### src/hdl/sab_pkg.sv
// shared constants and types for the subtitle yuv alpha blend unit
// no dependencies; used by the top level and the port checker

package sab_pkg;

    // number of coverage lanes wired into the chroma sum (1..4)
    localparam int COVER_LANES = 4;

    localparam int NUM_LAYERS = 4;
    localparam int ADDR_W     = 5;
    localparam int LATENCY    = 6;

    // register indexes (paddr[4:2])
    localparam logic [2:0] REG_LAYER0 = 3'd0;
    localparam logic [2:0] REG_LAYER1 = 3'd1;
    localparam logic [2:0] REG_LAYER2 = 3'd2;
    localparam logic [2:0] REG_LAYER3 = 3'd3;
    localparam logic [2:0] REG_SHIFT  = 3'd4;

    // plane codes
    localparam logic [1:0] PLANE_Y = 2'd0;
    localparam logic [1:0] PLANE_U = 2'd1;
    localparam logic [1:0] PLANE_V = 2'd2;

    // q0.16 colour conversion coefficients
    localparam logic [15:0] Q_KR = 16'd19595;
    localparam logic [15:0] Q_KG = 16'd38470;
    localparam logic [15:0] Q_KB = 16'd7471;
    localparam logic [15:0] Q_KU = 16'd46727;
    localparam logic [15:0] Q_KV = 16'd36962;

    localparam logic signed [26:0] CHROMA_BIAS = 27'sd8388608;

    typedef logic [31:0] t_colour;

endpackage

### src/hdl/subtitle_yuv_alpha_blend_unit.sv
// subtitle yuv alpha blend: layer colour to y/u/v, coverage scaling and sample mix
// depends on sab_pkg

//  channel   | ports                                      | handshake
//  ----------+--------------------------------------------+---------------------------
//  request   | i_plane i_layer i_dest_sample i_cover_a..d | start high, busy low
//  result    | o_blended_sample                           | o_valid strobe, one cycle
//  config    | psel penable pwrite paddr pwdata prdata    | apb write, pready tied high
//
// one request per clock; each result is carried to o_blended_sample by
// the six register stages (operand select, products, luma, chroma
// product, mix products, output). busy is always low. reset clears the
// valid chain and the registers (layer colours 0, chroma shift 1). results
// cannot be held off, so nothing in the pipe ever waits.

module subtitle_yuv_alpha_blend_unit (
    input  logic                        i_clk,
    input  logic                        i_rst_n,
    input  logic                        start,
    output logic                        busy,
    input  logic [1:0]                  i_plane,
    input  logic [1:0]                  i_layer,
    input  logic [7:0]                  i_dest_sample,
    input  logic [7:0]                  i_cover_a,
    input  logic [7:0]                  i_cover_b,
    input  logic [7:0]                  i_cover_c,
    input  logic [7:0]                  i_cover_d,
    output logic                        o_valid,
    output logic [7:0]                  o_blended_sample,
    input  logic                        psel,
    input  logic                        penable,
    input  logic                        pwrite,
    input  logic [sab_pkg::ADDR_W-1:0]  paddr,
    input  logic [31:0]                 pwdata,
    output logic [31:0]                 prdata,
    output logic                        pready
);

    // configuration registers
    sab_pkg::t_colour r_colour [sab_pkg::NUM_LAYERS];
    logic [1:0]       r_shift;
    logic [2:0]       w_reg_idx;
    logic             w_wr;

    assign pready    = 1'b1;
    assign busy      = 1'b0;
    assign w_reg_idx = paddr[4:2];
    assign w_wr      = psel & penable & pwrite;

    always_ff @(posedge i_clk) begin
        if (!i_rst_n) begin
            for (int i = 0; i < sab_pkg::NUM_LAYERS; i++) begin
                r_colour[i] <= '0;
            end
            r_shift <= 2'd1;
        end else if (w_wr) begin
            unique case (w_reg_idx) inside
                sab_pkg::REG_LAYER0, sab_pkg::REG_LAYER1,
                sab_pkg::REG_LAYER2, sab_pkg::REG_LAYER3: begin
                    r_colour[w_reg_idx[1:0]] <= pwdata;
                end
                sab_pkg::REG_SHIFT: begin
                    r_shift <= pwdata[1:0];
                end
                default: begin
                end
            endcase
        end
    end

    always_comb begin
        unique case (w_reg_idx) inside
            sab_pkg::REG_LAYER0, sab_pkg::REG_LAYER1,
            sab_pkg::REG_LAYER2, sab_pkg::REG_LAYER3: begin
                prdata = r_colour[w_reg_idx[1:0]];
            end
            sab_pkg::REG_SHIFT: prdata = {30'd0, r_shift};
            default:            prdata = '0;
        endcase
    end

    // valid chain
    logic [sab_pkg::LATENCY-1:0] r_vld;
    logic                        w_acc;

    assign w_acc = start & ~busy;

    always_ff @(posedge i_clk) begin
        if (!i_rst_n) begin
            r_vld <= '0;
        end else begin
            r_vld <= {r_vld[sab_pkg::LATENCY-2:0], w_acc};
        end
    end

    // stage 0: coverage selection and colour lookup
    logic [1:0]       w_shift_eff;
    logic [2:0]       w_lanes;
    logic [9:0]       w_cov_sum;
    logic [9:0]       w_cov_shr;
    logic [7:0]       w_cov;
    sab_pkg::t_colour w_col;

    always_comb begin
        w_shift_eff = (r_shift == 2'd3) ? 2'd2 : r_shift;
        w_lanes     = 3'd1 << w_shift_eff;
        if (w_lanes > 3'(sab_pkg::COVER_LANES)) begin
            w_lanes = 3'(sab_pkg::COVER_LANES);
        end
        w_cov_sum = {2'd0, i_cover_a};
        if (w_lanes > 3'd1) w_cov_sum = w_cov_sum + {2'd0, i_cover_b};
        if (w_lanes > 3'd2) w_cov_sum = w_cov_sum + {2'd0, i_cover_c};
        if (w_lanes > 3'd3) w_cov_sum = w_cov_sum + {2'd0, i_cover_d};
        w_cov_shr = w_cov_sum >> w_shift_eff;
        if (i_plane == sab_pkg::PLANE_Y) begin
            w_cov = i_cover_a;
        end else if (w_cov_shr > 10'd255) begin
            w_cov = 8'd255;
        end else begin
            w_cov = w_cov_shr[7:0];
        end
        w_col = r_colour[i_layer];
    end

    // stage 1 registers
    logic [1:0] r_s1_plane;
    logic [7:0] r_s1_d, r_s1_r, r_s1_g, r_s1_b, r_s1_cov;
    logic [8:0] r_s1_ia;

    always_ff @(posedge i_clk) begin
        r_s1_plane <= i_plane;
        r_s1_d     <= i_dest_sample;
        r_s1_r     <= w_col[23:16];
        r_s1_g     <= w_col[15:8];
        r_s1_b     <= w_col[7:0];
        r_s1_cov   <= w_cov;
        r_s1_ia    <= 9'd256 - {1'b0, w_col[31:24]};
    end

    // stage 2: luma products and coverage scaling
    logic [23:0] r_s2_pr, r_s2_pg, r_s2_pb;
    logic [7:0]  r_s2_k, r_s2_d, r_s2_r, r_s2_b;
    logic [1:0]  r_s2_plane;
    logic [16:0] w_kprod;

    assign w_kprod = 17'(r_s1_cov) * 17'(r_s1_ia);

    always_ff @(posedge i_clk) begin
        r_s2_pr    <= 24'(sab_pkg::Q_KR) * 24'(r_s1_r);
        r_s2_pg    <= 24'(sab_pkg::Q_KG) * 24'(r_s1_g);
        r_s2_pb    <= 24'(sab_pkg::Q_KB) * 24'(r_s1_b);
        r_s2_k     <= w_kprod[15:8];
        r_s2_d     <= r_s1_d;
        r_s2_r     <= r_s1_r;
        r_s2_b     <= r_s1_b;
        r_s2_plane <= r_s1_plane;
    end

    // stage 3: luma and colour difference
    logic [24:0]       w_ysum;
    logic [7:0]        w_y;
    logic [7:0]        r_s3_y, r_s3_k, r_s3_d;
    logic signed [8:0] r_s3_diff;
    logic [1:0]        r_s3_plane;

    always_comb begin
        w_ysum = {1'b0, r_s2_pr} + {1'b0, r_s2_pg} + {1'b0, r_s2_pb};
        w_y    = (w_ysum[24:16] > 9'd255) ? 8'd255 : w_ysum[23:16];
    end

    always_ff @(posedge i_clk) begin
        r_s3_y     <= w_y;
        r_s3_diff  <= (r_s2_plane == sab_pkg::PLANE_U)
                    ? $signed({1'b0, r_s2_r}) - $signed({1'b0, w_y})
                    : $signed({1'b0, r_s2_b}) - $signed({1'b0, w_y});
        r_s3_k     <= r_s2_k;
        r_s3_d     <= r_s2_d;
        r_s3_plane <= r_s2_plane;
    end

    // stage 4: chroma product
    logic signed [16:0] w_coef;
    logic signed [25:0] w_cprod;
    logic signed [26:0] r_s4_t;
    logic [7:0]         r_s4_y, r_s4_k, r_s4_d;
    logic [1:0]         r_s4_plane;

    assign w_coef  = (r_s3_plane == sab_pkg::PLANE_U) ? $signed({1'b0, sab_pkg::Q_KU})
                                                      : $signed({1'b0, sab_pkg::Q_KV});
    assign w_cprod = 26'(w_coef) * 26'(r_s3_diff);

    always_ff @(posedge i_clk) begin
        r_s4_t     <= {w_cprod[25], w_cprod} + sab_pkg::CHROMA_BIAS;
        r_s4_y     <= r_s3_y;
        r_s4_k     <= r_s3_k;
        r_s4_d     <= r_s3_d;
        r_s4_plane <= r_s3_plane;
    end

    // stage 5: plane value and mix products
    logic [7:0]  w_c;
    logic [8:0]  w_inv, w_kp1;
    logic [16:0] w_m1, w_m2;
    logic [15:0] r_s5_m1, r_s5_m2;
    logic [7:0]  r_s5_d;
    logic [1:0]  r_s5_plane;

    always_comb begin
        if (r_s4_plane == sab_pkg::PLANE_Y) begin
            w_c = r_s4_y;
        end else if (r_s4_t[26]) begin
            w_c = 8'd0;
        end else if (r_s4_t[25:24] != 2'd0) begin
            w_c = 8'd255;
        end else begin
            w_c = r_s4_t[23:16];
        end
        w_inv = 9'd256 - {1'b0, r_s4_k};
        w_kp1 = {1'b0, r_s4_k} + 9'd1;
        w_m1  = 17'(r_s4_d) * 17'(w_inv);
        w_m2  = 17'(w_c) * 17'(w_kp1);
    end

    always_ff @(posedge i_clk) begin
        r_s5_m1    <= w_m1[15:0];
        r_s5_m2    <= w_m2[15:0];
        r_s5_d     <= r_s4_d;
        r_s5_plane <= r_s4_plane;
    end

    // output stage
    logic [16:0] w_mix;
    logic [7:0]  r_out;

    assign w_mix = {1'b0, r_s5_m1} + {1'b0, r_s5_m2};

    always_ff @(posedge i_clk) begin
        case (r_s5_plane) inside
            sab_pkg::PLANE_Y, sab_pkg::PLANE_U, sab_pkg::PLANE_V: r_out <= w_mix[15:8];
            default:                                              r_out <= r_s5_d;
        endcase
    end

    assign o_valid          = r_vld[sab_pkg::LATENCY-1];
    assign o_blended_sample = r_out;

endmodule

### config.mk
export PLATFORM = sky130hd
export DESIGN_NAME = subtitle_yuv_alpha_blend_unit
export DESIGN_NICKNAME = d
export VERILOG_FILES = /design/src/hdl/sab_pkg.sv /design/src/hdl/subtitle_yuv_alpha_blend_unit.sv
export SDC_FILE = /design/constraint.sdc
export NUM_CORES = 2
export LEC_CHECK = 0
export BUFFER_PORTS_ARGS = -buffer_cell sky130_fd_sc_hd__buf_2
export CORE_MARGIN = 1.5
export CORE_UTILIZATION = 50
export CTS_CLUSTER_SIZE = 10
export DETAILED_ROUTE_END_ITERATION = 10
export PLACE_DENSITY = 0.74
export SKIP_LAST_GASP = 1
export SYNTH_ARGS = -nofsm -noshare
export SYNTH_HDL_FRONTEND = slang
export SYNTH_SLANG_ARGS = --single-unit
### constraint.sdc
create_clock -name i_clk -period 5.88 [get_ports i_clk]
set_input_delay 1.47 -clock i_clk [delete_from_list [all_inputs] [get_ports i_clk]]
set_output_delay 1.47 -clock i_clk [all_outputs]
set_load 0.01 [all_outputs]
# Word level (Yosys, flattened, before mapping)
# Memories as Yosys holds them, arrays and structs flattened.
# Index checks and enable logic that the tools add are counted.
[totals] memories=1 reg_bits=298 ram_bits=128 in_bits=87 output_inout_bits=43 elab_cells=103
[mem_list] name="r_colour" depth=4 word_bits=32 rd=2 rd_clocked_by_memory_dff=0 wr=4 line="subtitle_yuv_alpha_blend_unit.sv:40" rtl="sab_pkg::t_colour r_colour [sab_pkg::NUM_LAYERS];"
[op_classes] n_reduce_logical=9 multipliers=7 shifts=2 n_lt_le_gt_ge=6 addsub=12 muxes=23 bitwise_logic=2 n_eq_ne=9
[ops] operator="$pmux W32 S2" count=1
[ops] operator="$mux W8" count=7
[ops] operator="$mul A8 B9 Y16" count=3
[ops] operator="$mul A15 B8 Y23 const A" count=2
[ops] operator="$mux W32" count=1
[ops] operator="$reduce_or A32 Y1" count=1
[ops] operator="$add A26 B25 Y27 const B" count=1
[ops] operator="$mul A17 B9 Y26" count=1
[ops] operator="$add A23 B24 Y25" count=1
[ops] operator="$add A25 B21 Y25" count=1
[ops] operator="$mul A13 B8 Y21 const A" count=1
[ops] operator="$add A10 B8 Y10" count=2
[ops] operator="$mux W10" count=2
[ops] operator="$mux W9" count=2
[ops] operator="$sub A8 B8 Y9" count=2
[ops] operator="$sub A9 B8 Y9 const A" count=2
[ops] operator="$add A16 B16 Y16" count=1
[ops] operator="$mux W14" count=1
[ops] operator="$gt A10 B8 Y1 const B" count=1
[ops] operator="$shr A10 B2 Y10" count=1
[ops] operator="$add A8 B1 Y9 const B" count=1
[ops] operator="$add A8 B8 Y9" count=1
[ops] operator="$gt A9 B8 Y1 const B" count=1
[ops] operator="$eq A2 B1 Y1 const B" count=3
[ops] operator="18 further kinds" count=30

# Longest topological paths before layout
[depth] word_depth=15 ltp_mapped=23 mapped_depth_nobuf=22

# Worst setup path before layout
# No wires, ideal clock.
[synth_timing] path_type="reg-to-reg" from="reg r_s3_plane[0]" to="reg r_s4_t[26]" arrival_ns=5.171 path_stages_with_launch=19 setup_ns=0.059 path_slack_ns=0.649 t_required_ns=5.821 period_less_slack_ns=5.231 path_buffers=0 path_cell_list="dfxtp_1 -> nor2b_1 -> and2_1 -> fa_1 -> inv_1 -> fa_1 -> inv_1 -> fa_1 -> fa_1 -> fa_1 -> ha_1 -> a2111oi_2 -> o21ai_1 -> o21ai_1 -> a211o_2 -> a31oi_4 -> a221o_2 -> a311oi_2 -> and2_1"
[synth_via] elab_chain_cells=4
[synth_lines] item="start: declaration" line="subtitle_yuv_alpha_blend_unit.sv:164" rtl="logic [1:0] r_s3_plane;"
[synth_lines] item="start signal: assignment" line="subtitle_yuv_alpha_blend_unit.sv:178" rtl="r_s3_plane <= r_s2_plane;"
[synth_lines] item="$eq A2 B1 Y1" line="subtitle_yuv_alpha_blend_unit.sv:188" rtl="assign w_coef = (r_s3_plane == sab_pkg::PLANE_U) ? $signed({1'b0, sab_pkg::Q_KU})"
[synth_lines] item="$mux W14" line="subtitle_yuv_alpha_blend_unit.sv:188"
[synth_lines] item="$mul A17 B9 Y26" line="subtitle_yuv_alpha_blend_unit.sv:190" rtl="assign w_cprod = 26'(w_coef) * 26'(r_s3_diff);"
[synth_lines] item="$add A26 B25 Y27" line="subtitle_yuv_alpha_blend_unit.sv:193" rtl="r_s4_t <= {w_cprod[25], w_cprod} + sab_pkg::CHROMA_BIAS;"
[synth_lines] item="end signal: assignment" line="subtitle_yuv_alpha_blend_unit.sv:193"
[synth_lines] item="end: declaration" line="subtitle_yuv_alpha_blend_unit.sv:184" rtl="logic signed [26:0] r_s4_t;"
# No other way between the ends.
# A chain may end at the register's enable or synchronous reset.

# Worst setup path in the final report
# Ends and elaborated chain as after synthesis.

==> impl_results.md <==
- Vias in the first global route: 21600
- CTS Buffer Depth: 3
- # fillers: a little over 5000
- Most used DFF post-synth: dfxtp_1
- Status: finished, final reports clean
- Post-synth EDFFs: 128
- Largest fanout on the critical path: 5
- Setup crit end kind: flop
- Top cells by area, synth: dfxtp_1 18%, ha_1 18%, fa_1 17%
- Most frequent CP cell: fa_1
- Fmax: about 0.18 GHz
- Final-stage net count: between 3000 and 4000
- Largest area contributor in the netlist: dfxtp_1
- CTS buffer count: 48
- Worst R2R Setup Slack: roughly 0.32 ns
- Syn Inst Count: about 2900
- 1st-iter DRT viols: roughly 1100
- Post-synth top cells: 438 x ha_1, 420 x inv_1, 280 x dfxtp_1, 265 x fa_1, 181 x nand2_1
- Worst slew pin tran: 1.14 ns
- Die height: between 200 and 300 µm
- GRT Util Overall: a little over a fifth
- Required time of the critical path: approximately 6.4 ns
- Initial antenna violation count: 1
- Area occupied by multi-input gates: around 0.020 mm²
- Rows: 90
- Die area: about 0.063 mm²
- Final GP Congestion: between 0.8 and 0.9
- Post-synth cell types: 78
- Setup Crit Path Kind: flop to flop
- CTS clock-pin slew for the worst setup and hold paths: roughly 0.06 ns
- CP top delay family: adder cells
- Cell Chain, Critical Path: nor2b_2, nor2_1, fa_1, inv_1, fa_1, inv_1, fa_1, fa_1, fa_1, ha_1, a2111oi_2, o21ai_1, o21ai_1, a211o_2, a31oi_4, a221o_2, a311oi_2, and2_1
- Area growth syn-to-layout: 9.89%
- Worst path bufs/invs: 2
- Most common cell in the synthesized netlist: ha_1
- Sequential fraction of the synthesis area: between 30% and 40%
- Setup_tns: 0 ns
- Clk_lat worst skew: between 0.5 and 0.6 ns
- Die Span X: 251 µm
- Top-area cell type share of the netlist area: ~18%
- Yosys warning total: 0
- Seq. cell area: ~0.0094 mm²
- First drt pass iteration count: 5
- Period utilization: approximately 95%
- Worst clock skew: a little over 0.03 ns
- Critical Path Slowest Stage Cell: fa_1
- WL/cell: roughly 17 µm
- Flops & latches, synth: ~400
- Worst hold path class: flop to flop
- Initial Utilization: about half
- Global-route wire length before repair: 107 mm
- DP HPWL: 49.8 mm
- Max_cap viols: 0
- Max stage delay on crit path: around 0.5 ns
- Slew Limit Fails: 0
- Routed WL: 64.0 mm
- CTS tree: done
- Drt drc: 0
- Gr ovfl total: 0
- Clk sinks: between 400 and 500
- CP arrival: 6.07 ns
- Vias/cell: 5.33
- DR vias: between 20000 and 25000
- CP Launch Type: flop
- Total core area: 0.0607 mm²
- N_diodes: 0
- Pin count of the biggest net entering global routing: 39
- Root Driver: clkbuf_16
- I/O pins: 130
- Fin crit period: between 5 and 6 ns
- Rel. slew slack: about a quarter
- H-tree Lvls: 2
- Cell Area, Synth: approximately 0.031 mm²
- Final Hold Viols: 0
- Final setup vio count: 0
- RSZ-0062 raised after global routing: false
- Syn Area/Cell: 10.7 µm²
- Port Buf Inserts: around 130
- Antenna viol nets, final: 0
- Layout cell share with drive strength beyond 1: a little over a tenth
- Asr flop ratio synth: 0%
- Hold Slack: around 0.32 ns
-- worst reg2reg max path, delay by kind of cell (launching register included) --
kind	cells	cell delay (ns)
simple gates	3	0.57
compound gates	7	1.78
fa+ha+maj	6	2.64
flops	1	0.41
buf+inv	2	0.10
-- per-stage QoR --
step | instances | setup slack, ns | utilization (%) | area [µm²]
2_1_floorplan | 2897 | 0.649 | - | 30900
3_3_place_gp | 3777 | 0.357 | 53.6 | 32500
3_5_place_dp | 3777 | 0.259 | 53.6 | 32500
4_1_cts | 3852 | 0.238 | 55.8 | 33900
5_1_grt | 3852 | 0.00583 | 55.8 | 33900
6_report | 3852 | 0.318 | 55.8 | 33900
-- cell type report --
| class | instances | share of cell area [%] |
|---|---|---|
| inverter | 421 | 4.66 |
| clock inverter | 6 | 0.192 |
| clock buffer | 69 | 3.87 |
| sequential | 408 | 27.9 |
| tap | 782 | 2.89 |
| timing repair buffer | 163 | 2.69 |
| multi-input combinational | 2003 | 57.8 |
-- kinds of logic after synthesis --
family,count (synthesis),synth area share [%]
muxes,84,5.39
buffers and inverters,486,5.96
other,2,0.0243
xor gates and xnor gates,149,4.23
AOI/OAI and AO/OA,308,6.53
DFF,408,30.6
and+or+nand+nor,753,12.3
adders and majority gates,703,35.0
-- sequential cells by signal, indices dropped and copies added, names as in the netlist, 9 cells and up --
register,flops
r_s3_diff,9
r_s2_pg,23
r_colour,128
r_s5_m1,16
r_s2_pr,22
r_s4_t,11
r_s2_pb,20
r_s5_m2,16
r_s1_ia,9
-- per-layer routing --
| metal | wire (µm) | share of wire [%] | global-route usage, % |
|---|---|---|---|
| met1 | 28000 | 44 | 27.3 |
| met3 | 3500 | 5.5 | 2.84 |
| met2 | 31100 | 49 | 36.3 |
| met5 | 9 | 0.014 | 0 |
| met4 | 1350 | 2.1 | 5.65 |
-- repair_timing --
item,in CTS,in global routing
hold buffers,0,0
endpoints found under the setup margin,0,2
buffers inserted,0,0
resized for setup,0,2
-- final timing paths --
| check | end | from | cells after the start |
|---|---|---|---|
| worst max register to register | r_s4_t[26] | r_s3_plane[0] | 18 |
| worst max-delay path | r_s4_t[26] | r_s3_plane[0] | 18 |
| worst min-delay path | r_s2_d[3] | r_s1_d[3] | 0 |
| worst min register to register | r_s2_d[3] | r_s1_d[3] | 0 |
-- layout by cell type (no fill, tap or decap), drive strengths merged, types with 59 or more instances in the layout --
| master | Yosys | routed |
|---|---|---|
| xnor2 | 109 | 109 |
| clkbuf | 52 | 69 |
| dfxtp | 280 | 280 |
| mux4 | 64 | 64 |
| nand2 | 181 | 181 |
| and3 | 59 | 59 |
| nor2 | 169 | 169 |
| o21ai | 64 | 64 |
| ha | 438 | 438 |
| edfxtp | 128 | 128 |
| inv | 421 | 423 |
| fa | 265 | 265 |
| buf | 13 | 163 |
| and2 | 169 | 169 |
| a21oi | 101 | 101 |
Power is left out: the tool's default activity adds up to more than one toggle a clock period on the data nets, which glitch-free logic cannot reach.
